===== config.mk =====
export PLATFORM = sky130hd
export DESIGN_NAME = array_insert_delete_search_core
export DESIGN_NICKNAME = d
export VERILOG_FILES = /design/src/sv/aids_pkg.sv /design/src/sv/array_insert_delete_search_core.sv /design/src/sv/aids_mem.sv /design/src/sv/aids_ctrl.sv
export VERILOG_INCLUDE_DIRS = /design/src /design/src/sv
export SDC_FILE = /design/constraint.sdc
export NUM_CORES = 2
export LEC_CHECK = 0
export BUFFER_PORTS_ARGS = -buffer_cell sky130_fd_sc_hd__buf_4
export CELL_PAD_IN_SITES_DETAIL_PLACEMENT = 2
export CELL_PAD_IN_SITES_GLOBAL_PLACEMENT = 2
export CORE_MARGIN = 2
export CORE_UTILIZATION = 55
export CTS_BUF_LIST = sky130_fd_sc_hd__clkbuf_4 sky130_fd_sc_hd__clkbuf_8
export DETAILED_ROUTE_END_ITERATION = 6
export PLACE_DENSITY = 0.93
export REMOVE_ABC_BUFFERS = 1
export SLEW_MARGIN = 30
export SYNTH_ARGS = -nofsm -noshare
export SYNTH_HDL_FRONTEND = slang
export SYNTH_SLANG_ARGS = --single-unit

===== constraint.sdc =====
create_clock -name clk_i -period 13.1 [get_ports clk_i]
set_input_delay 1.965 -clock clk_i [delete_from_list [all_inputs] [get_ports clk_i]]
set_output_delay 1.965 -clock clk_i [all_outputs]
set_load 0.02 [all_outputs]

===== src/sv/array_insert_delete_search_core_macros.svh =====
// ----------------------------------------------------------------------------
// array_insert_delete_search_core_macros
// assertion macros used by the array store sequencer rtl
// ----------------------------------------------------------------------------
`ifndef ARRAY_INSERT_DELETE_SEARCH_CORE_MACROS_SVH
`define ARRAY_INSERT_DELETE_SEARCH_CORE_MACROS_SVH

// same-cycle implication
`define AIDS_ASSERT_IMP(lbl, clk, rstn, ante, cons) \
  lbl: assert property (@(posedge clk) disable iff (!rstn) (ante) |-> (cons)) \
    else $error("%m: same-cycle check failed");

// next-cycle implication
`define AIDS_ASSERT_NXT(lbl, clk, rstn, ante, cons) \
  lbl: assert property (@(posedge clk) disable iff (!rstn) (ante) |=> (cons)) \
    else $error("%m: next-cycle check failed");

`endif


===== src/sv/aids_pkg.sv =====
// ----------------------------------------------------------------------------
// aids_pkg
// shared widths, command and status codes, result type of the array store
// ----------------------------------------------------------------------------
package aids_pkg;

  localparam int unsigned DepthDefault = 64;
  localparam int unsigned CmdW  = 3;
  localparam int unsigned PosW  = 6;
  localparam int unsigned ValW  = 32;
  localparam int unsigned StatW = 2;
  localparam int unsigned LenW  = 7;

  typedef enum logic [CmdW-1:0] {
    CMD_APPEND = 3'd0,
    CMD_INSERT = 3'd1,
    CMD_DELETE = 3'd2,
    CMD_SEARCH = 3'd3,
    CMD_READ   = 3'd4
  } cmd_e;

  typedef enum logic [StatW-1:0] {
    STATUS_OK       = 2'd0,
    STATUS_NOTFOUND = 2'd1,
    STATUS_FULL     = 2'd2,
    STATUS_RANGE    = 2'd3
  } status_e;

  typedef struct packed {
    status_e                status;
    logic [PosW-1:0]        found_index;
    logic signed [ValW-1:0] read_value;
    logic [LenW-1:0]        length;
  } res_t;

endpackage


===== src/sv/array_insert_delete_search_core.sv =====
// flow: an accepted item passes S_DISPATCH, then goes to S_DONE for append, errors and unused codes;
// read passes S_READ, insert S_SHIFT_UP and delete S_SHIFT_DN before S_DONE, shifting the entries
// behind the position; search passes S_SEARCH, comparing from index 0 and stopping at the first match
// the block takes one item at a time, bound by the single read and single write port of the store
// the next item is taken while a result waits in the output register
// reset: entry count cleared, store contents left as they are and never read before written
// ----------------------------------------------------------------------------
// array_insert_delete_search_core
// ordered store of signed words with append, insert, delete, search and read
// ----------------------------------------------------------------------------
module array_insert_delete_search_core #(
  parameter int unsigned DEPTH = aids_pkg::DepthDefault
) (
  input  logic                             clk_i,
  input  logic                             rst_ni,
  input  logic                             in_valid_i,
  output logic                             in_stall_o,
  input  logic [aids_pkg::CmdW-1:0]        cmd_i,
  input  logic [aids_pkg::PosW-1:0]        position_i,
  input  logic signed [aids_pkg::ValW-1:0] value_i,
  output logic                             out_valid_o,
  input  logic                             out_stall_i,
  output logic [aids_pkg::StatW-1:0]       status_o,
  output logic [aids_pkg::PosW-1:0]        found_index_o,
  output logic signed [aids_pkg::ValW-1:0] read_value_o,
  output logic [aids_pkg::LenW-1:0]        length_o
);
  import aids_pkg::*;

  localparam int unsigned AW = $clog2(DEPTH);

  logic            mem_we;
  logic [AW-1:0]   mem_waddr;
  logic [ValW-1:0] mem_wdata;
  logic            mem_re;
  logic [AW-1:0]   mem_raddr;
  logic [ValW-1:0] mem_rdata;

  logic            res_valid;
  logic            res_ready;
  res_t            res;

  logic            out_valid_q;
  res_t            out_res_q;

  aids_ctrl #(
    .DEPTH(DEPTH)
  ) u_ctrl (
    .clk_i      (clk_i),
    .rst_ni     (rst_ni),
    .in_valid_i (in_valid_i),
    .in_stall_o (in_stall_o),
    .cmd_i      (cmd_i),
    .pos_i      (position_i),
    .val_i      (value_i),
    .res_valid_o(res_valid),
    .res_ready_i(res_ready),
    .res_o      (res),
    .mem_we_o   (mem_we),
    .mem_waddr_o(mem_waddr),
    .mem_wdata_o(mem_wdata),
    .mem_re_o   (mem_re),
    .mem_raddr_o(mem_raddr),
    .mem_rdata_i(mem_rdata)
  );

  aids_mem #(
    .DEPTH(DEPTH)
  ) u_mem (
    .clk_i  (clk_i),
    .we_i   (mem_we),
    .waddr_i(mem_waddr),
    .wdata_i(mem_wdata),
    .re_i   (mem_re),
    .raddr_i(mem_raddr),
    .rdata_o(mem_rdata)
  );

  // output register, frees the sequencer while a result waits
  assign res_ready = !out_valid_q || !out_stall_i;

  always_ff @(posedge clk_i or negedge rst_ni) begin
    if (!rst_ni) begin
      out_valid_q <= 1'b0;
    end else if (res_ready) begin
      out_valid_q <= res_valid;
    end
  end

  always_ff @(posedge clk_i) begin
    if (res_ready && res_valid) begin
      out_res_q <= res;
    end
  end

  assign out_valid_o   = out_valid_q;
  assign status_o      = out_res_q.status;
  assign found_index_o = out_res_q.found_index;
  assign read_value_o  = out_res_q.read_value;
  assign length_o      = out_res_q.length;

endmodule


===== src/sv/aids_mem.sv =====
// ----------------------------------------------------------------------------
// aids_mem
// entry store, one write port and one read port with registered read data
// ----------------------------------------------------------------------------
module aids_mem #(
  parameter int unsigned DEPTH = aids_pkg::DepthDefault,
  localparam int unsigned AW = $clog2(DEPTH)
) (
  input  logic                      clk_i,
  input  logic                      we_i,
  input  logic [AW-1:0]             waddr_i,
  input  logic [aids_pkg::ValW-1:0] wdata_i,
  input  logic                      re_i,
  input  logic [AW-1:0]             raddr_i,
  output logic [aids_pkg::ValW-1:0] rdata_o
);
  import aids_pkg::*;

  logic [ValW-1:0] mem_q [DEPTH];
  logic [ValW-1:0] rdata_q;

  always_ff @(posedge clk_i) begin
    if (we_i) begin
      mem_q[waddr_i] <= wdata_i;
    end
    if (re_i) begin
      rdata_q <= mem_q[raddr_i];
    end
  end

  assign rdata_o = rdata_q;

endmodule


===== src/sv/aids_ctrl.sv =====
// ----------------------------------------------------------------------------
// aids_ctrl
// command sequencer: checks, shifts entries through the store, searches, reads
// ----------------------------------------------------------------------------
`include "array_insert_delete_search_core_macros.svh"

module aids_ctrl #(
  parameter int unsigned DEPTH = aids_pkg::DepthDefault,
  localparam int unsigned AW = $clog2(DEPTH)
) (
  input  logic                      clk_i,
  input  logic                      rst_ni,
  input  logic                      in_valid_i,
  output logic                      in_stall_o,
  input  logic [aids_pkg::CmdW-1:0] cmd_i,
  input  logic [aids_pkg::PosW-1:0] pos_i,
  input  logic [aids_pkg::ValW-1:0] val_i,
  output logic                      res_valid_o,
  input  logic                      res_ready_i,
  output aids_pkg::res_t            res_o,
  output logic                      mem_we_o,
  output logic [AW-1:0]             mem_waddr_o,
  output logic [aids_pkg::ValW-1:0] mem_wdata_o,
  output logic                      mem_re_o,
  output logic [AW-1:0]             mem_raddr_o,
  input  logic [aids_pkg::ValW-1:0] mem_rdata_i
);
  import aids_pkg::*;

  localparam int unsigned CW  = $clog2(DEPTH + 1);
  localparam int unsigned PCW = (CW > PosW) ? CW : PosW;

  typedef enum logic [6:0] {
    S_IDLE     = 7'b0000001,
    S_DISPATCH = 7'b0000010,
    S_SHIFT_UP = 7'b0000100,
    S_SHIFT_DN = 7'b0001000,
    S_SEARCH   = 7'b0010000,
    S_READ     = 7'b0100000,
    S_DONE     = 7'b1000000
  } state_e;

  state_e          state_q, state_d;
  logic [CW-1:0]   count_q, count_d;
  logic            pend_q, pend_d;
  logic [CW-1:0]   idx_q, idx_d;
  logic [CW-1:0]   wdst_q, wdst_d;
  cmd_e            cmd_q;
  logic [PosW-1:0] pos_q;
  logic [ValW-1:0] val_q;
  status_e         status_q, status_d;
  logic [PosW-1:0] found_q, found_d;
  logic [ValW-1:0] rdval_q, rdval_d;

  logic            in_accept;
  logic            full;
  logic [PCW-1:0]  pos_ext;
  logic [PCW-1:0]  cnt_ext;
  logic [PCW-1:0]  idx_ext;

  assign in_stall_o = (state_q != S_IDLE);
  assign in_accept  = in_valid_i && !in_stall_o;
  assign full       = (count_q == CW'(DEPTH));
  assign pos_ext    = PCW'(pos_q);
  assign cnt_ext    = PCW'(count_q);
  assign idx_ext    = PCW'(idx_q);

  always_comb begin
    state_d     = state_q;
    count_d     = count_q;
    pend_d      = pend_q;
    idx_d       = idx_q;
    wdst_d      = wdst_q;
    status_d    = status_q;
    found_d     = found_q;
    rdval_d     = rdval_q;
    mem_we_o    = 1'b0;
    mem_waddr_o = AW'(wdst_q);
    mem_wdata_o = mem_rdata_i;
    mem_re_o    = 1'b0;
    mem_raddr_o = AW'(idx_q);

    case (state_q)
      S_IDLE: begin
        if (in_accept) begin
          state_d = S_DISPATCH;
        end
      end
      S_DISPATCH: begin
        status_d = STATUS_OK;
        found_d  = '0;
        rdval_d  = '0;
        pend_d   = 1'b0;
        state_d  = S_DONE;
        case (cmd_q)
          CMD_APPEND: begin
            if (full) begin
              status_d = STATUS_FULL;
            end else begin
              mem_we_o    = 1'b1;
              mem_waddr_o = AW'(count_q);
              mem_wdata_o = val_q;
              count_d     = count_q + CW'(1);
            end
          end
          CMD_INSERT: begin
            if (full) begin
              status_d = STATUS_FULL;
            end else if (pos_ext > cnt_ext) begin
              status_d = STATUS_RANGE;
            end else begin
              idx_d   = count_q;
              state_d = S_SHIFT_UP;
            end
          end
          CMD_DELETE: begin
            if (pos_ext >= cnt_ext) begin
              status_d = STATUS_RANGE;
            end else begin
              idx_d   = CW'(pos_ext + PCW'(1));
              state_d = S_SHIFT_DN;
            end
          end
          CMD_SEARCH: begin
            status_d = STATUS_NOTFOUND;
            idx_d    = '0;
            state_d  = S_SEARCH;
          end
          CMD_READ: begin
            if (pos_ext >= cnt_ext) begin
              status_d = STATUS_RANGE;
            end else begin
              mem_re_o    = 1'b1;
              mem_raddr_o = AW'(pos_q);
              state_d     = S_READ;
            end
          end
          default: begin
            state_d = S_DONE;
          end
        endcase
      end
      S_SHIFT_UP: begin
        // move entry idx-1 to idx, walking down to the insert position
        if (pend_q) begin
          mem_we_o = 1'b1;
        end
        if (idx_ext > pos_ext) begin
          mem_re_o    = 1'b1;
          mem_raddr_o = AW'(idx_q - CW'(1));
          pend_d      = 1'b1;
          wdst_d      = idx_q;
          idx_d       = idx_q - CW'(1);
        end else if (pend_q) begin
          pend_d = 1'b0;
        end else begin
          mem_we_o    = 1'b1;
          mem_waddr_o = AW'(pos_q);
          mem_wdata_o = val_q;
          count_d     = count_q + CW'(1);
          state_d     = S_DONE;
        end
      end
      S_SHIFT_DN: begin
        // move entry idx to idx-1, walking up to the last entry
        if (pend_q) begin
          mem_we_o = 1'b1;
        end
        if (idx_q < count_q) begin
          mem_re_o = 1'b1;
          pend_d   = 1'b1;
          wdst_d   = idx_q - CW'(1);
          idx_d    = idx_q + CW'(1);
        end else if (pend_q) begin
          pend_d = 1'b0;
        end else begin
          count_d = count_q - CW'(1);
          state_d = S_DONE;
        end
      end
      S_SEARCH: begin
        if (pend_q && (mem_rdata_i == val_q)) begin
          status_d = STATUS_OK;
          found_d  = PosW'(wdst_q);
          pend_d   = 1'b0;
          state_d  = S_DONE;
        end else if (idx_q < count_q) begin
          mem_re_o = 1'b1;
          pend_d   = 1'b1;
          wdst_d   = idx_q;
          idx_d    = idx_q + CW'(1);
        end else if (pend_q) begin
          pend_d = 1'b0;
        end else begin
          state_d = S_DONE;
        end
      end
      S_READ: begin
        rdval_d = mem_rdata_i;
        state_d = S_DONE;
      end
      S_DONE: begin
        if (res_ready_i) begin
          state_d = S_IDLE;
        end
      end
      default: begin
        state_d = S_IDLE;
      end
    endcase
  end

  always_ff @(posedge clk_i or negedge rst_ni) begin
    if (!rst_ni) begin
      state_q <= S_IDLE;
      count_q <= '0;
      pend_q  <= 1'b0;
    end else begin
      state_q <= state_d;
      count_q <= count_d;
      pend_q  <= pend_d;
    end
  end

  always_ff @(posedge clk_i) begin
    idx_q    <= idx_d;
    wdst_q   <= wdst_d;
    status_q <= status_d;
    found_q  <= found_d;
    rdval_q  <= rdval_d;
    if (in_accept) begin
      cmd_q <= cmd_e'(cmd_i);
      pos_q <= pos_i;
      val_q <= val_i;
    end
  end

  assign res_valid_o       = (state_q == S_DONE);
  assign res_o.status      = status_q;
  assign res_o.found_index = found_q;
  assign res_o.read_value  = rdval_q;
  assign res_o.length      = LenW'(count_q);

  `AIDS_ASSERT_IMP(a_count_bound, clk_i, rst_ni, 1'b1, count_q <= CW'(DEPTH))
  `AIDS_ASSERT_IMP(a_idle_no_write, clk_i, rst_ni, state_q == S_IDLE, !mem_we_o)
  `AIDS_ASSERT_NXT(a_accept_dispatch, clk_i, rst_ni, in_accept, state_q == S_DISPATCH)
  `AIDS_ASSERT_NXT(a_done_release, clk_i, rst_ni, res_valid_o && res_ready_i, state_q == S_IDLE)
  `AIDS_ASSERT_NXT(a_count_step, clk_i, rst_ni, 1'b1, CW'(count_q - $past(count_q) + 1'b1) <= 2)

endmodule


==> impl_metrics.json, run 1 <==
{
  "synth_top_family_by_area": "multiplexers",
  "die_x_um": 400,
  "synth_most_common_cell": "edfxtp_1",
  "netlist_top_cells_count": "2221 x edfxtp_1, 401 x mux4_2, 328 x nand2_1",
  "lastStage": "detailed placement (3_5_place_dp)",
  "synth.avg_cell_area_um2": 19.8,
  "synth_flop_cell": "edfxtp_1",
  "rows": 145,
  "start_util_pct": 55.3,
  "synth_area_leaders": "edfxtp_1 77%, mux4_2 10%, nand2_1 1.4%",
  "yosys.area_share.simple_pct": 3.78,
  "status": "stopped before the end",
  "synthMuxAreaShare_pct": 12.3,
  "synth_xor_area_share_pct": 0.486,
  "yosys_register_bits": 2237,
  "tool.error": "[ERROR DPL-0033] detailed placement checks failed during check placement.",
  "io_pins": 94,
  "die_h_um": 400,
  "numPortBuffers": 93,
  "synth_compound_area_share_pct": 4.10,
  "yosysWarningCount": 0,
  "dpl.hpwl_um": 228000,
  "place_congestion": 0.880,
  "yosys.area.top_type": "edfxtp_1",
  "synth_fa_ha_area_share_pct": 0.399,
  "synthCells": 4364,
  "yosysTopAreaCellShare_pct": 77.1,
  "synth_seq_area_share_pct": 77.6,
  "synthArstFlopShare_pct": 0.715,
  "yosysUniqueCellTypes": 74,
  "synth-edff-count": 2221,
  "syn-cell-area_mm2": 0.0865
}
==> per-stage QoR <==
step / hold WS, ns / setup TNS (ns) / setup WS [ns]
after floorplan: 0.400 / -328.60 / -10.71
after global placement: 0.401 / 0 / 6.32
==> cells by family after synthesis <==
group | count (synthesis)
AO/OA/AOI/OAI | 536
XOR/XNOR | 48
adder cells (fa/ha/maj) | 27
buffers and inverters | 252
flip-flops | 2237
multiplexers | 555
AND/OR/NAND/NOR | 709
==> run 2: changes to the inputs <==
--- a/config.mk
+++ b/config.mk
@@ -7,13 +7,10 @@
 export NUM_CORES = 2
 export LEC_CHECK = 0
 export BUFFER_PORTS_ARGS = -buffer_cell sky130_fd_sc_hd__buf_4
-export CELL_PAD_IN_SITES_DETAIL_PLACEMENT = 2
-export CELL_PAD_IN_SITES_GLOBAL_PLACEMENT = 2
 export CORE_MARGIN = 2
-export CORE_UTILIZATION = 55
-export CTS_BUF_LIST = sky130_fd_sc_hd__clkbuf_4 sky130_fd_sc_hd__clkbuf_8
+export CORE_UTILIZATION = 40
 export DETAILED_ROUTE_END_ITERATION = 6
-export PLACE_DENSITY = 0.93
+export PLACE_DENSITY_LB_ADDON = 0.15
 export REMOVE_ABC_BUFFERS = 1
 export SLEW_MARGIN = 30
 export SYNTH_ARGS = -nofsm -noshare
==> impl_metrics.json, run 2 <==
{
  "status": "finished clean",
  "crit_path_end_kind": "flop",
  "crit_path_frequent_cell": "a21oi_1",
  "busiest_layer": "met2",
  "p_leak_nw": 31.3,
  "grt_max_degree": 131,
  "routed_via_density": 5.87,
  "fmax_ghz": 0.161,
  "routedWlPerCell_um": 33.2,
  "syn-cell-area_mm2": 0.0865,
  "yosys_register_bits": 2237,
  "arrival_ns": 6.93,
  "grt_pass1_vias": 44400,
  "cts_root_buf": "clkbuf_16",
  "grt-ovfl-total": 0,
  "vdd_drop_max_uv": 141,
  "antenna_found_initial": 14,
  "vias": 44900,
  "yosysWarningCount": 0,
  "postCtsSetupBuffers": 0,
  "grtUsageTotal_pct": 23.0,
  "finalHoldViolations": 0,
  "grt_pass1_wl_um": 354000,
  "clkPwrFrac_pct": 39.8,
  "crit_path_start_kind": "flop",
  "pwr-share-comb_pct": 9.5,
  "cp_max_fo": 62,
  "hp-start": "u_ctrl.status_q[1]",
  "die_x_um": 469,
  "io_pins": 94,
  "final_common_cell": "edfxtp_1",
  "layout.nets": 4689,
  "start_util_pct": 40.2,
  "place_congestion": 0.856,
  "path_cells": "ha_1 > a21oi_1 > a21oi_1 > o21ai_1 > nor4b_1 > a211o_4 > buf_6 > buf_4 > mux4_2 > o22ai_1 > nor4_2 > and3_1",
  "postRouteAntennaNets": 0,
  "p_seq_share_pct": 50.7,
  "die_h_um": 469,
  "regMostFlops": "u_mem.mem_q",
  "finalWirelength_um": 254000,
  "cts_buffer_depth": 3,
  "critPathKind": "flop to flop",
  "final_cell_mix": "2221 x edfxtp_1, 401 x mux4_2, 327 x nand2_1",
  "setup_violations": 0,
  "cp-startpoint": "u_ctrl.idx_ext[2]",
  "rsz0062_at_grt": "no",
  "yosys.area.top_type": "edfxtp_1",
  "cpPeakStageDelay_ns": 0.83,
  "cts_max_level": 4,
  "period_needed_ns": 6.23,
  "numPortBuffers": 93,
  "synth-edff-count": 2221,
  "p_int_mw": 12.2,
  "cts.sinks": 2237,
  "cts_tree": "done",
  "cts.hold.buffers_added": 0,
  "yosysUniqueCellTypes": 74,
  "synth_area_leaders": "edfxtp_1 77%, mux4_2 10%, nand2_1 1.4%",
  "power_density_mw_per_mm2": 161,
  "fin_tns_setup_ns": 0,
  "fin_crit_sh_pct": 47.5,
  "yosysTopAreaCellShare_pct": 77.1,
  "clkTransAtPathRegs_ns": 0.06,
  "clk_latency_ns": 0.85,
  "switching_share_pct": 23.6,
  "crit_slowest_cell": "buf_4",
  "synth_seq_area_share_pct": 77.6,
  "cts_resized": 0,
  "coreArea_mm2": 0.215,
  "relSlewSlack_pct": 30.0,
  "grt_util_met3_pct": 3.49,
  "dpl.hpwl_um": 132000,
  "hp-class": "flop to flop",
  "worstMarginPinSlew_ns": 1.05,
  "synthToLayoutAreaGrowth_pct": 14.7,
  "synth_most_common_cell": "edfxtp_1",
  "required_ns": 13.80,
  "synth_flop_cell": "edfxtp_1",
  "netlist_top_cells_count": "2221 x edfxtp_1, 401 x mux4_2, 328 x nand2_1",
  "route.detailed.drc": 0,
  "drt-pass1-iter-count": 5,
  "worst_clock_skew_ns": 0.0251,
  "cts_buffers": 227,
  "maxSlewViolCount": 0,
  "largest_register_ffs": 2048,
  "synthArstFlopShare_pct": 0.715,
  "grtUsageMet2_pct": 37.0,
  "synth.avg_cell_area_um2": 19.8,
  "power_switching_mw": 3.77,
  "use_met1_pct": 32.6,
  "dieArea_mm2": 0.220,
  "drt-initial-drc-count": 5271,
  "maxCapViolCount": 0,
  "synthCells": 4364,
  "power_mw": 16.0,
  "drive_above_1_share_pct": 23.7,
  "r2r-start": "u_ctrl.idx_ext[2]",
  "rows": 170
}
## run 2: routing by layer
metal / share of wire, % / wire length, µm / up-vias
li1: - / - / 18500
met1: 42 / 107000 / 24300
met2: 48 / 122000 / 1766
met3: 6.7 / 17000 / 357
met4: 2.8 / 7230 / 2
met5: 0.0051 / 13 / -
## run 2: cell families after synthesis
logic type	share of synthesized area, %
flops	77.6
simple gates	3.78
mux	12.3
compound gates	4.10
buf+inv	1.35
xor+xnor	0.486
fa+ha+maj	0.399
## run 2: final timing paths
kind                                     endpoint  slack, ns  cells after the start
worst max-delay path            u_mem.rdata_o[15]       6.87                     12
worst min-delay path                  status_o[1]       0.42                      0
worst max register to register  u_mem.rdata_o[15]       6.87                     12
worst min register to register        status_o[1]       0.42                      0
max in group asynchronous       u_ctrl.state_q[0]      11.85                      1
min in group asynchronous       u_ctrl.cnt_ext[0]       0.99                      1
## run 2: power groups by stage
| stage | Clock [mW] | Combinational (mW) | Sequential (mW) |
|---|---|---|---|
| final | 6.37 | 1.52 | 8.11 |
| after global routing | 6.75 | 1.62 | 8.11 |
| after global placement | 0 | 1.51 | 8.26 |
| after floorplan | 0 | 1.37 | 8.23 |
| after CTS | 6.48 | 1.53 | 8.11 |
| after detailed placement | 0 | 1.53 | 8.26 |
## run 2: worst max-delay path: cells and delay by family (launching register included)
kind / cells / cell delay, ns
buffers and inverters: 2 / 1.46
AND/OR/NAND/NOR: 3 / 1.69
multiplexers: 1 / 0.35
AO/OA/AOI/OAI: 5 / 1.42
adder cells (fa/ha/maj): 1 / 0.42
flip-flops: 1 / 0.61
## run 2: final cells by class
cell class                 count  area, µm²
fill                       18100     116000
sequential                  2237      67100
multi-input combinational   1875      19100
clock buffer                 273       6040
tap                         2838       3550
timing repair buffer         253       2060
clock inverter               149       1210
inverter                      23       86.3
antenna                        7       17.5
## run 2: metrics by stage
stage	instance area, µm²	util [%]	std cells	hold slack, ns	worst slack [ns]
after detailed placement	91800	42.7	7225	0.405	6.69
after CTS	99100	46.1	7647	0.419	6.68
after global routing	99100	46.1	7650	0.422	6.54
after floorplan	85400	-	4135	0.400	-10.71
after global placement	91600	42.6	7214	0.402	5.64
final	99100	46.1	7655	0.418	6.87
No activity file was read; power rests on OpenSTA's default activity.
